## src/design/stable_severity_priority_queue_assert.svh

```systemverilog
// assertion macros used by the queue top level
// expects clk and rst_n in the scope where a macro is used
`ifndef STABLE_SEVERITY_PRIORITY_QUEUE_ASSERT_SVH
`define STABLE_SEVERITY_PRIORITY_QUEUE_ASSERT_SVH

// same-cycle implication, checked outside reset
`define SSQ_ASSERT_IMP(lbl, ante, cons, msg) \
    lbl: assert property (@(posedge clk) disable iff (!rst_n) (ante) |-> (cons)) \
        else $error(msg);

// next-cycle implication, checked outside reset
`define SSQ_ASSERT_NXT(lbl, ante, cons, msg) \
    lbl: assert property (@(posedge clk) disable iff (!rst_n) (ante) |=> (cons)) \
        else $error(msg);

`endif

```

## src/design/ssq_pkg.sv

```systemverilog
// types, codes and constants of the severity priority queue
// no dependencies
`timescale 1ns / 1ps

package ssq_pkg;

    localparam int SEV_BITS   = 3;
    localparam int AGE_BITS   = 8;
    localparam int TAG_BITS   = 16;
    localparam int STAT_BITS  = 2;
    localparam int POS_BITS   = 6;
    localparam int CFG_BITS   = 8;
    localparam int CFG_IDX_W  = 2;
    localparam int IN_DATA_W  = 32;
    localparam int IN_PAD_W   = IN_DATA_W - TAG_BITS - AGE_BITS - SEV_BITS;
    localparam int OUT_DATA_W = 48;
    localparam int OUT_PAD_W  = OUT_DATA_W - STAT_BITS - 2 * POS_BITS - TAG_BITS
                                - AGE_BITS - SEV_BITS;

    typedef logic [SEV_BITS-1:0] sev_t;
    typedef logic [AGE_BITS-1:0] age_t;
    typedef logic [TAG_BITS-1:0] tag_t;

    localparam sev_t SEV_MIN    = 3'd1;
    localparam sev_t SEV_MAX    = 3'd5;
    localparam sev_t SEV_CHILD  = 3'd1;
    localparam sev_t SEV_SENIOR = 3'd2;
    localparam sev_t SEV_ADULT  = 3'd4;

    localparam age_t CHILD_LIMIT_RST  = 8'd12;
    localparam age_t SENIOR_LIMIT_RST = 8'd65;

    typedef enum logic {
        CMD_INSERT = 1'b0,
        CMD_REMOVE = 1'b1
    } cmd_t;

    typedef enum logic [STAT_BITS-1:0] {
        STAT_OK      = 2'd0,
        STAT_EMPTY   = 2'd1,
        STAT_FULL    = 2'd2,
        STAT_BAD_SEV = 2'd3
    } status_t;

    typedef enum logic [CFG_IDX_W-1:0] {
        CFG_CHILD_LIMIT  = 2'd0,
        CFG_SENIOR_LIMIT = 2'd1,
        CFG_REASSIGN     = 2'd2
    } cfg_index_t;

    typedef enum logic {
        ST_IDLE = 1'b0,
        ST_EXEC = 1'b1
    } state_t;

    // contents of one queue cell
    typedef struct packed {
        logic valid;
        sev_t sev;
        age_t age;
        tag_t tag;
    } entry_t;

    // broadcast from the controller to every cell
    typedef struct packed {
        logic ins;
        logic rem;
        sev_t req_sev;
        sev_t sev;
        age_t age;
        tag_t tag;
    } cell_ctl_t;

endpackage

```

## src/design/stable_severity_priority_queue.sv

```systemverilog
// channel   dir  signals                         payload
// s_axis    in   tvalid tready tdata tuser       tuser: cmd; tdata: tag, age, severity
// m_axis    out  tvalid tready tdata             tdata: status, position, count, tag,
//                                                       age, severity
// cfg       in   cfg_we cfg_index cfg_data       child limit, senior limit, reassign
//
// an item is captured and its severity resolved against all cells in ST_IDLE, then the row
// of cells shifts in parallel in ST_EXEC; a held result stalls the shift in ST_EXEC
// a new item is taken while the previous result still waits in the output register
// reset clears the cell valid bits and the count and loads the default limits at once; no clearing pass
// top level of the severity priority queue; depends on ssq_pkg, ssq_cell and
// stable_severity_priority_queue_assert.svh
`timescale 1ns / 1ps

module stable_severity_priority_queue
    import ssq_pkg::*;
#(
    parameter int QUEUE_DEPTH = 32
)
(
    input  logic                  clk,
    input  logic                  rst_n,
    input  logic                  s_axis_tvalid,
    output logic                  s_axis_tready,
    input  logic [IN_DATA_W-1:0]  s_axis_tdata,  // patient_tag, age, severity, pad
    input  logic                  s_axis_tuser,  // cmd
    output logic                  m_axis_tvalid,
    input  logic                  m_axis_tready,
    output logic [OUT_DATA_W-1:0] m_axis_tdata,  // status, position, entry_count,
                                                 // out_tag, out_age, out_severity, pad
    input  logic                  cfg_we,
    input  logic [CFG_IDX_W-1:0]  cfg_index,
    input  logic [CFG_BITS-1:0]   cfg_data
);

`include "stable_severity_priority_queue_assert.svh"

    localparam int CNT_W = $clog2(QUEUE_DEPTH + 1);
    localparam int IDX_W = $clog2(QUEUE_DEPTH);
    localparam logic [CNT_W-1:0] DEPTH_CNT = CNT_W'(QUEUE_DEPTH);

    state_t           state_reg;
    state_t           state_next;
    logic [CNT_W-1:0] count_reg;
    logic [CNT_W-1:0] count_next;
    age_t             child_reg;
    age_t             senior_reg;
    logic             reassign_reg;
    logic             out_valid_reg;
    logic             out_valid_next;

    cmd_t    cmd_reg;
    status_t status_reg;
    status_t status_next;
    sev_t    sev_reg;
    sev_t    sev_next;
    age_t    age_reg;
    tag_t    tag_reg;

    status_t          out_status_reg;
    status_t          out_status_next;
    logic [POS_BITS-1:0] out_pos_reg;
    logic [POS_BITS-1:0] out_pos_next;
    logic [POS_BITS-1:0] out_count_reg;
    logic [POS_BITS-1:0] out_count_next;
    tag_t             out_tag_reg;
    tag_t             out_tag_next;
    age_t             out_age_reg;
    age_t             out_age_next;
    sev_t             out_sev_reg;
    sev_t             out_sev_next;

    logic             accept;
    logic             go;
    cmd_t             in_cmd;
    tag_t             in_tag;
    age_t             in_age;
    sev_t             in_sev;
    logic             repeated;
    logic [IDX_W-1:0] pos_idx;
    logic [CNT_W-1:0] pos_val;
    cell_ctl_t        ctl;

    entry_t                 ent      [QUEUE_DEPTH];
    logic [QUEUE_DEPTH-1:0] keep_vec;
    logic [QUEUE_DEPTH-1:0] here_vec;
    logic [QUEUE_DEPTH-1:0] match_vec;
    logic [QUEUE_DEPTH-1:0] valid_vec;

    assign in_cmd = cmd_t'(s_axis_tuser);
    assign in_tag = s_axis_tdata[TAG_BITS-1:0];
    assign in_age = s_axis_tdata[TAG_BITS +: AGE_BITS];
    assign in_sev = s_axis_tdata[TAG_BITS + AGE_BITS +: SEV_BITS];

    assign m_axis_tvalid = out_valid_reg;
    assign m_axis_tdata  = {OUT_PAD_W'(0), out_sev_reg, out_age_reg, out_tag_reg,
                            out_count_reg, out_pos_reg, out_status_reg};

    // ---------------- row of cells ----------------
    assign ctl = '{ins: go && (cmd_reg == CMD_INSERT) && (status_reg == STAT_OK),
                   rem: go && (cmd_reg == CMD_REMOVE) && (status_reg == STAT_OK),
                   req_sev: in_sev, sev: sev_reg, age: age_reg, tag: tag_reg};

    for (genvar i = 0; i < QUEUE_DEPTH; i++)
    begin : g_cell
        entry_t left_ent;
        entry_t right_ent;
        logic   left_keep;

        if (i == 0)
        begin : g_head
            assign left_ent  = '0;
            assign left_keep = 1'b1;
        end
        else
        begin : g_body
            assign left_ent  = ent[i-1];
            assign left_keep = keep_vec[i-1];
        end

        if (i == QUEUE_DEPTH - 1)
        begin : g_tail
            assign right_ent = '0;
        end
        else
        begin : g_inner
            assign right_ent = ent[i+1];
        end

        ssq_cell u_cell (
            .clk       (clk),
            .rst_n     (rst_n),
            .ctl       (ctl),
            .left_ent  (left_ent),
            .left_keep (left_keep),
            .right_ent (right_ent),
            .ent       (ent[i]),
            .keep      (keep_vec[i]),
            .here      (here_vec[i]),
            .match     (match_vec[i])
        );

        assign valid_vec[i] = ent[i].valid;
    end

    assign repeated = |match_vec;

    // the insert point is one-hot, so the index is an or of the set positions
    always_comb
    begin
        pos_idx = '0;
        for (int i = 0; i < QUEUE_DEPTH; i++)
        begin
            if (here_vec[i])
            begin
                pos_idx = pos_idx | IDX_W'(i);
            end
        end
    end

    assign pos_val = CNT_W'(pos_idx) + CNT_W'(1);

    // ---------------- control ----------------
    always_comb
    begin
        state_next = state_reg;
        case (state_reg)
            ST_IDLE:
            begin
                if (s_axis_tvalid)
                begin
                    state_next = ST_EXEC;
                end
            end
            ST_EXEC:
            begin
                if (!out_valid_reg || m_axis_tready)
                begin
                    state_next = ST_IDLE;
                end
            end
            default:
            begin
                state_next = ST_IDLE;
            end
        endcase
    end

    always_comb
    begin
        s_axis_tready = 1'b0;
        go            = 1'b0;
        case (state_reg)
            ST_IDLE:
            begin
                s_axis_tready = 1'b1;
            end
            ST_EXEC:
            begin
                go = !out_valid_reg || m_axis_tready;
            end
            default:
            begin
                s_axis_tready = 1'b0;
            end
        endcase
    end

    assign accept = s_axis_tvalid && s_axis_tready;

    // status and severity are settled when the item is taken
    always_comb
    begin
        status_next = STAT_OK;
        sev_next    = in_sev;
        if (in_cmd == CMD_REMOVE)
        begin
            if (count_reg == '0)
            begin
                status_next = STAT_EMPTY;
            end
        end
        else if (!(in_sev inside {[SEV_MIN:SEV_MAX]}))
        begin
            status_next = STAT_BAD_SEV;
        end
        else if (count_reg >= DEPTH_CNT)
        begin
            status_next = STAT_FULL;
        end
        if (reassign_reg && repeated)
        begin
            if (in_age < child_reg)
            begin
                sev_next = SEV_CHILD;
            end
            else if (in_age > senior_reg)
            begin
                sev_next = SEV_SENIOR;
            end
            else
            begin
                sev_next = SEV_ADULT;
            end
        end
    end

    always_comb
    begin
        count_next      = count_reg;
        out_status_next = status_reg;
        out_pos_next    = '0;
        out_tag_next    = '0;
        out_age_next    = '0;
        out_sev_next    = '0;
        if (status_reg == STAT_OK)
        begin
            if (cmd_reg == CMD_REMOVE)
            begin
                count_next   = count_reg - CNT_W'(1);
                out_tag_next = ent[0].tag;
                out_age_next = ent[0].age;
                out_sev_next = ent[0].sev;
            end
            else
            begin
                count_next   = count_reg + CNT_W'(1);
                out_pos_next = POS_BITS'(pos_val);
                out_tag_next = tag_reg;
                out_age_next = age_reg;
                out_sev_next = sev_reg;
            end
        end
        out_count_next = POS_BITS'(count_next);
    end

    always_comb
    begin
        out_valid_next = out_valid_reg;
        if (go)
        begin
            out_valid_next = 1'b1;
        end
        else if (m_axis_tready)
        begin
            out_valid_next = 1'b0;
        end
    end

    always_ff @(posedge clk or negedge rst_n)
    begin
        if (!rst_n)
        begin
            state_reg     <= ST_IDLE;
            count_reg     <= '0;
            out_valid_reg <= 1'b0;
            child_reg     <= CHILD_LIMIT_RST;
            senior_reg    <= SENIOR_LIMIT_RST;
            reassign_reg  <= 1'b1;
        end
        else
        begin
            state_reg     <= state_next;
            out_valid_reg <= out_valid_next;
            if (go)
            begin
                count_reg <= count_next;
            end
            if (cfg_we)
            begin
                case (cfg_index)
                    CFG_CHILD_LIMIT:  child_reg    <= cfg_data;
                    CFG_SENIOR_LIMIT: senior_reg   <= cfg_data;
                    CFG_REASSIGN:     reassign_reg <= cfg_data[0];
                    default:          reassign_reg <= reassign_reg;
                endcase
            end
        end
    end

    always_ff @(posedge clk)
    begin
        if (accept)
        begin
            cmd_reg    <= in_cmd;
            status_reg <= status_next;
            sev_reg    <= sev_next;
            age_reg    <= in_age;
            tag_reg    <= in_tag;
        end
        if (go)
        begin
            out_status_reg <= out_status_next;
            out_pos_reg    <= out_pos_next;
            out_count_reg  <= out_count_next;
            out_tag_reg    <= out_tag_next;
            out_age_reg    <= out_age_next;
            out_sev_reg    <= out_sev_next;
        end
    end

    // ---------------- checks ----------------
    `SSQ_ASSERT_IMP(a_count_bound, 1'b1, count_reg <= DEPTH_CNT, "entry count above depth")
    `SSQ_ASSERT_IMP(a_valid_count, 1'b1, $countones(valid_vec) == count_reg, "valid count off")
    `SSQ_ASSERT_IMP(a_one_insert_point, ctl.ins, $onehot(here_vec), "insert point not unique")
    `SSQ_ASSERT_NXT(a_result_follows, go, out_valid_reg && state_reg == ST_IDLE, "result missing")
    `SSQ_ASSERT_IMP(a_remove_has_head, ctl.rem, ent[0].valid, "remove without a head entry")

endmodule

```

## src/design/ssq_cell.sv

```systemverilog
// one slot of the sorted queue: holds an entry and shifts with its neighbors
// depends on ssq_pkg
`timescale 1ns / 1ps

module ssq_cell
    import ssq_pkg::*;
(
    input  logic      clk,
    input  logic      rst_n,
    input  cell_ctl_t ctl,
    input  entry_t    left_ent,
    input  logic      left_keep,
    input  entry_t    right_ent,
    output entry_t    ent,
    output logic      keep,
    output logic      here,
    output logic      match
);

    logic valid_reg;
    logic valid_next;
    sev_t sev_reg;
    sev_t sev_next;
    age_t age_reg;
    age_t age_next;
    tag_t tag_reg;
    tag_t tag_next;

    assign ent   = '{valid: valid_reg, sev: sev_reg, age: age_reg, tag: tag_reg};
    assign match = valid_reg && (sev_reg == ctl.req_sev);
    // entries of lower or equal severity stay ahead of the new one
    assign keep  = valid_reg && (sev_reg <= ctl.sev);
    assign here  = left_keep && !keep;

    always_comb
    begin
        valid_next = valid_reg;
        sev_next   = sev_reg;
        age_next   = age_reg;
        tag_next   = tag_reg;
        if (ctl.rem)
        begin
            valid_next = right_ent.valid;
            sev_next   = right_ent.sev;
            age_next   = right_ent.age;
            tag_next   = right_ent.tag;
        end
        else if (ctl.ins && !keep)
        begin
            if (left_keep)
            begin
                valid_next = 1'b1;
                sev_next   = ctl.sev;
                age_next   = ctl.age;
                tag_next   = ctl.tag;
            end
            else
            begin
                valid_next = left_ent.valid;
                sev_next   = left_ent.sev;
                age_next   = left_ent.age;
                tag_next   = left_ent.tag;
            end
        end
    end

    always_ff @(posedge clk or negedge rst_n)
    begin
        if (!rst_n)
        begin
            valid_reg <= 1'b0;
        end
        else
        begin
            valid_reg <= valid_next;
        end
    end

    always_ff @(posedge clk)
    begin
        sev_reg <= sev_next;
        age_reg <= age_next;
        tag_reg <= tag_next;
    end

endmodule
```

## config.mk

```make
export PLATFORM = sky130hd
export DESIGN_NAME = stable_severity_priority_queue
export DESIGN_NICKNAME = d
export VERILOG_FILES = /design/src/design/ssq_pkg.sv /design/src/design/stable_severity_priority_queue.sv /design/src/design/ssq_cell.sv
export VERILOG_INCLUDE_DIRS = /design/src /design/src/design
export SDC_FILE = /design/constraint.sdc
export NUM_CORES = 2
export LEC_CHECK = 0
export BUFFER_PORTS_ARGS = -buffer_cell sky130_fd_sc_hd__buf_2
export CORE_MARGIN = 8
export CORE_UTILIZATION = 55
export CTS_BUF_LIST = sky130_fd_sc_hd__clkbuf_4
export DETAILED_ROUTE_END_ITERATION = 8
export PLACE_DENSITY = 0.83
export SLEW_MARGIN = 40
export SYNTH_ARGS = -nofsm -noshare
export SYNTH_HDL_FRONTEND = slang
export SYNTH_SLANG_ARGS = --single-unit
```

## constraint.sdc

```tcl
create_clock -name clk -period 4.8 [get_ports clk]
set_input_delay 0.72 -clock clk [delete_from_list [all_inputs] [get_ports clk]]
set_output_delay 0.72 -clock clk [all_outputs]
set_load 0.05 [all_outputs]
```

======== Word-level counts from Yosys, hierarchy flattened ========
Index checks and enable logic that the tools add are counted.
cells by class
  mux-type cells .......................... 833
  eq/ne operators ......................... 37
  bitwise gates (word level) .............. 2
  add/subtract/negate cells ............... 3
  reduce and logical (&&, ||, !) cells .... 208
  $lt $le $gt $ge ......................... 37
operators with widths
  kind                                                                number
  16-bit 2-to-1 mux                                                   192
  8-bit 2-to-1 mux                                                    196
  3-bit 2-to-1 mux                                                    202
  1-bit 2-to-1 mux                                                    204
  1-bit logical AND                                                   134
  3-bit == test                                                       32
  3-bit <= comparator                                                 32
  5-bit 2-to-1 mux                                                    16
  2-bit nonzero test                                                  33
  1-bit logical NOT                                                   33
  4-bit 2-to-1 mux                                                    8
  32-bit OR reduction                                                 1
  6-bit 2-to-1 mux                                                    5
  2-bit 2-to-1 mux                                                    9
  8-bit > comparator                                                  1
  8-bit less-than comparator                                          1
  5-bit by 1-bit adder with 6-bit output, second input constant       1
  6-bit by 1-bit adder with 6-bit output, second input constant       1
  6-bit >= comparator, second input constant                          1
  6-bit logical NOT                                                   1
  2-bit by 1-bit != test with 1-bit output, second input constant     3
  2-bit AND reduction                                                 3
  6-bit by 1-bit subtractor with 6-bit output, second input constant  1
  2-bit logical NOT                                                   2
  other kinds (7)                                                     8
word-level totals
  register bits ........................... 992
  output and inout port bits .............. 50
  word-level logic and storage cells ...... 1,265

======== Depth between registers and ports, before layout ========
  depth after elaboration ................. 38
  depth in mapped cells ................... 14

======== Modules after synthesis ========
A second synthesis with hierarchy kept.
second synthesis, totals
  cell total of the unflattened synthesis .. 4,975
  area total of the unflattened synthesis .. 54,987.7 µm²
modules (own cells, without submodules)
  module                          area each (µm²)  instances  sequential area each (µm²)  cells an instance
  ssq_cell                        1,575.3          32         835.8                       144
  stable_severity_priority_queue  4,579.4          1          2,763.9                     367

======== Least setup slack after synthesis ========
No wires, ideal clock.
  path type ............................... flip-flop to flip-flop
  start ................................... register sev_reg[1]
  end ..................................... register g_cell[15].u_cell.age_reg[0], enable pin
  stages on the path, launching flop included .. 10
  clock period less this slack ............ 4.687 ns
  arrival time ............................ 4.239 ns
  buffers on the path ..................... 3
  library setup time ...................... 0.449 ns
  path slack .............................. 0.113 ns
  required time ........................... 4.351 ns
  cells stage by stage .................... edfxtp_1 inv_1 ha_1 nand3_1 o21ai_0 a21o_1 buf_2 buf_2 buf_2 o21ai_0
on the way
  cells in the longest elaborated chain, start to end .. 5
RTL lines
  element                       RTL line                               text
  start: declaration            stable_severity_priority_queue.sv:55   sev_t sev_reg;
  start signal: assignment      stable_severity_priority_queue.sv:327  sev_reg <= sev_next;
  3-bit <= comparator           ssq_cell.sv:32                         assign keep = valid_reg && (sev_reg <= ctl.sev);
  1-bit logical AND             ssq_cell.sv:32
  1-bit logical NOT             ssq_cell.sv:48                         else if (ctl.ins && !keep)
  1-bit logical AND             ssq_cell.sv:48
  2-bit nonzero test (no line)  -
  end signal: assignment        ssq_cell.sv:82                         age_reg <= age_next;
  end: declaration              ssq_cell.sv:24                         age_t age_reg;
No other way between the ends.
A chain may end at the register's enable or synchronous reset.

======== Worst setup path in the final report ========
  start ................................... register sev_reg[1]
  end ..................................... register out_pos_reg[1], data pin
on the way
  cells in the longest elaborated chain, start to end .. 38
  elaborated cells between the ends (all ways) .. 146
  classes of those cells .................. add/sub: 1; order compare: 32; mux: 33; reduce/logical: 80
RTL lines
  element                                     RTL line                               text
  3-bit <= comparator                         ssq_cell.sv:32
  1-bit logical AND                           ssq_cell.sv:32
  1-bit logical NOT                           ssq_cell.sv:33                         assign here = left_keep && !keep;
  1-bit logical AND                           ssq_cell.sv:33
  1-bit 2-to-1 mux                            stable_severity_priority_queue.sv:154  if (here_vec[i])
  2-bit 2-to-1 mux (2 in a row)               stable_severity_priority_queue.sv:154
  3-bit 2-to-1 mux (4 in a row)               stable_severity_priority_queue.sv:154
  4-bit 2-to-1 mux (8 in a row)               stable_severity_priority_queue.sv:154
  5-bit 2-to-1 mux (15 in a row)              stable_severity_priority_queue.sv:154
  5-bit 2-to-1 mux (*)                        stable_severity_priority_queue.sv:154
  5-bit by 1-bit adder with 6-bit output (*)  stable_severity_priority_queue.sv:161  assign pos_val = CNT_W'(pos_idx) + CNT_W'(1);
  via pos_val[1]                              stable_severity_priority_queue.sv:81   logic [CNT_W-1:0] pos_val;
  6-bit 2-to-1 mux (*)                        stable_severity_priority_queue.sv:258  if (cmd_reg == CMD_REMOVE)
  6-bit 2-to-1 mux (*)                        stable_severity_priority_queue.sv:256  if (status_reg == STAT_OK)
  end signal: assignment                      stable_severity_priority_queue.sv:334  out_pos_reg <= out_pos_next;
  end: declaration                            stable_severity_priority_queue.sv:62   logic [POS_BITS-1:0] out_pos_reg;
Mark *: on every way through the listed nets, which the timed path passes. The rest lies on a longest branch. The select of a mux whose other input is x is not followed.

==> impl_metrics.ini <==
[outcome]
status = finished, final reports clean

[timing]
fmax_ghz = 0.274
hold_viol = 0
tightest_slew_ns = 0.755
fin_crit_sh_pct = 76.1
slew_violations = 0
setup_viol_count_final = 0
setup_tns_ns = 0
maxSlewHeadroom_pct = 49.7
fin_ws_ns = 1.15
finalClockSkew_ns = 0.0947
rsz0062_at_grt = false
period_minus_slack_ns = 3.65

[cells_and_area]
multiInputGateArea_um2 = 22300
nFillCells = 7400
largest_reg_flops = 512
regArea_um2 = 29200
nets = 5182
drive_gt1_share_pct = 14.3
area_growth_pct = 10.3

[worst_setup_path]
worst_setup_path_end_kind = flip-flop
cp-endpoint = out_pos_reg[1]
crit_path_cell_trace = inv_1 > buf_12 > ha_1 > nor2b_1 > nor4b_2 > a21o_1 > nor2_1 > a2111oi_0 > nand4_1 > ha_1 > and3_1
startpoint = sev_reg[1]
crit_path_frequent_cell = ha_1
worst-r2r-cell-count = 11
crit_arrival_ns = 4.49
critPathMaxFanout = 26
r2r_start = sev_reg[1]
required_ns = 5.64
critPathMaxStageDelay_ns = 0.42
critPathKind = flip-flop to flip-flop
rr_endpoint = out_pos_reg[1]
cpMaxStageDelayCell = a2111oi_0
r2r_setup_slack_ns = 1.15
critPathLaunchType = flip-flop

[grt]
grt.overflow.total = 0
antenna_found_initial = 1
grt_max_degree = 195
grt_pass1_wl_um = 205000
first_global_vias = 39791
track_usage_pct = 22.9

[die]
core_um2 = 96400
die_area_um2 = 107000
die_h_um = 328
start_util_pct = 55.4
dieWidth_um = 328
row_count = 114
io_pins = 98

[synth]
synth_area_um2 = 53400
syn_inst = 4898
ys_seq_elements = 992
synth_cell_type_count = 67
syn_area_per_cell_um2 = 10.9
ys.flop_type = edfxtp_1
async_flop_share_pct = 5.75
yosysSeqAreaShare_pct = 54.7
ys_warn_count = 0
synth_edf_count = 908

[drt]
viasPerCell = 6.01
antenna_left = 0
drt_pass1_iterations = 5
drt_wl_total_um = 126000
drt-initial-drc-count = 3171
post_drt_wl_per_cell_um = 19.6
num_vias = 38822
drc = 0

[clock_network]
clk_latency_ns = 1.11
numCtsBuffers = 277
cts_tree = yes
cts.path.max_buffers = 4
cts_sinks = 992
cts_setup_buffers = 0
cts.repair.resized = 0
ctsRootBufferMaster = clkbuf_4
htree_levels = 5
clk_pin_slew_ns = 0.07
ctsHoldBuffers = 39

[worst_hold_path]
min_path_type = input port to asynchronous set/reset pin

[place]
dp_hpwl_um = 82900
post-place-ws_ns = 1.21
port_buffers = 85
place_congestion = 0.890

[flow_run]
cap_violations = 0

[pwr]
power_mw = 36.0
leakage_nw = 21.8
p_per_area_nw_per_um2 = 612
vdd_drop_max_mv = 0.364
[report_power, final]
| part | internal (mW) | leakage [nW] | switching [mW] |
|---|---|---|---|
| registers | 12.7 | 9.19 | 1.18 |
| clock network | 3.99 | 1.98 | 3.51 |
| logic | 5.76 | 10.7 | 8.93 |
| total | 22.4 | 21.8 | 13.6 |
[area by class of cell]
| class | count | share of cell area (%) |
|---|---|---|
| Sequential cell | 992 | 49.6 |
| Multi-Input combinational cell | 3406 | 37.8 |
| Clock buffer | 406 | 5.17 |
| Timing Repair Buffer | 274 | 3.88 |
| Tap cell | 1276 | 2.71 |
| Inverter | 66 | 0.420 |
| Clock inverter | 40 | 0.391 |
| Antenna cell | 1 | 0.00425 |
[Yosys cell counts, drive strengths merged (2+ instances only)]
| library cell | count | share of area (%) |
|---|---|---|
| a2111oi | 4 | 0.15 |
| a211oi | 4 | 0.066 |
| a21boi | 2 | 0.028 |
| a21o | 28 | 0.39 |
| a21oi | 21 | 0.23 |
| a31oi | 27 | 0.32 |
| and2 | 6 | 0.070 |
| and3 | 4 | 0.047 |
| buf | 222 | 2.2 |
| clkbuf | 218 | 1.5 |
| dfrtp | 52 | 2.4 |
| dfstp | 5 | 0.25 |
| dfxtp | 27 | 1.0 |
| edfxtp | 908 | 51 |
| ha | 116 | 2.7 |
| inv | 66 | 0.46 |
| mux2 | 15 | 0.32 |
| mux2i | 852 | 16 |
| nand2 | 963 | 6.8 |
| nand2b | 3 | 0.035 |
| nand3 | 60 | 0.57 |
| nand3b | 2 | 0.028 |
| nand4 | 47 | 0.55 |
| nor2 | 94 | 0.66 |
| nor2b | 43 | 0.52 |
| nor3 | 17 | 0.16 |
| nor3b | 3 | 0.052 |
| nor4 | 8 | 0.11 |
| nor4b | 25 | 0.52 |
| o21a | 2 | 0.028 |
| o21ai | 909 | 8.5 |
| o22ai | 6 | 0.070 |
| o2bb2ai | 5 | 0.082 |
| o31ai | 14 | 0.21 |
| or2 | 5 | 0.059 |
| xnor2 | 102 | 1.7 |
| xor2 | 2 | 0.033 |
[cells by family after synthesis]
kind of cell             after synthesis  share of synthesized area (%)
buffers and inverters                506                           4.15
AND/OR/NAND/NOR                     1282                           10.2
flip-flops                           992                           54.7
multiplexers                         867                           16.3
other                                  1                        0.00702
AO/OA/AOI/OAI                       1029                           10.2
adder cells (fa/ha/maj)              117                           2.75
XOR/XNOR                             104                           1.71
[per-layer routing]
| metal | global-route usage [%] | vias up | wire [um] |
|---|---|---|---|
| li1 | - | 18055 | - |
| met2 | 37.8 | 1329 | 61400 |
| met3 | 4.08 | 286 | 7860 |
| met4 | 9.76 | 0 | 4130 |
| met5 | 0 | - | 0 |
| met1 | 29.8 | 19152 | 53100 |
[critical path, delay by kind of cell (launching register included)]
kind,cells,cell delay (ns)
AO/OA/AOI/OAI,2,0.68
adder cells (fa/ha/maj),2,0.69
buffers and inverters,2,0.64
flip-flops,1,0.39
AND/OR/NAND/NOR,5,1.01
[worst min path at each step]
stage	from	end	slack (ns)	depth (start not counted)
3_5_place_dp	g_cell[31].u_cell.age_reg[0]	g_cell[31].u_cell.age_reg[0]	0.45	2
4_1_cts	rst_n	count_reg[5]	0.06	3
6_report	rst_n	senior_reg[4]	0.17	3
3_3_place_gp	g_cell[31].u_cell.age_reg[4]	g_cell[31].u_cell.age_reg[4]	0.45	2
2_1_floorplan	rst_n	child_reg[0]	0.42	0
5_1_grt	rst_n	count_reg[3]	0.11	3
[per-stage QoR]
stage	std cells	hold WS [ns]	utilization, %	cell area, um^2
after floorplan	4904	0.424	-	53400
after global placement	5956	0.448	57.0	55000
after detailed placement	5975	0.452	57.3	55300
after CTS	6460	0.0633	61.1	58900
after global routing	6461	0.113	61.1	58900
final	6461	0.171	61.1	58900
[cells in the final DEF (no fill, tap or decap), drive strengths merged, types with 5 or more instances in the layout]
cell         netlist  routed
a21o              28      28
dfrtp             52      52
nand3             60      60
dfxtp             27      27
nor2              94      94
mux2i            852     852
nor4b             25      25
inv               66      71
clkbuf           218     406
o21ai            909     909
buf              222     235
clkinv             0      32
nand2            963     963
a21oi             21      21
nor2b             43      43
dlygate4sd3        0      39
o2bb2ai            5       5
xnor2            102     102
a31oi             27      27
mux2              15      15
dfstp              5       5
o22ai              6       6
o31ai             14      14
conb               1       7
edfxtp           908     908
and2               6       6
nor3              17      17
nand4             47      47
ha               116     116
or2                5       5
nor4               8       8
Note: power is estimated with default switching activity, not from simulation.
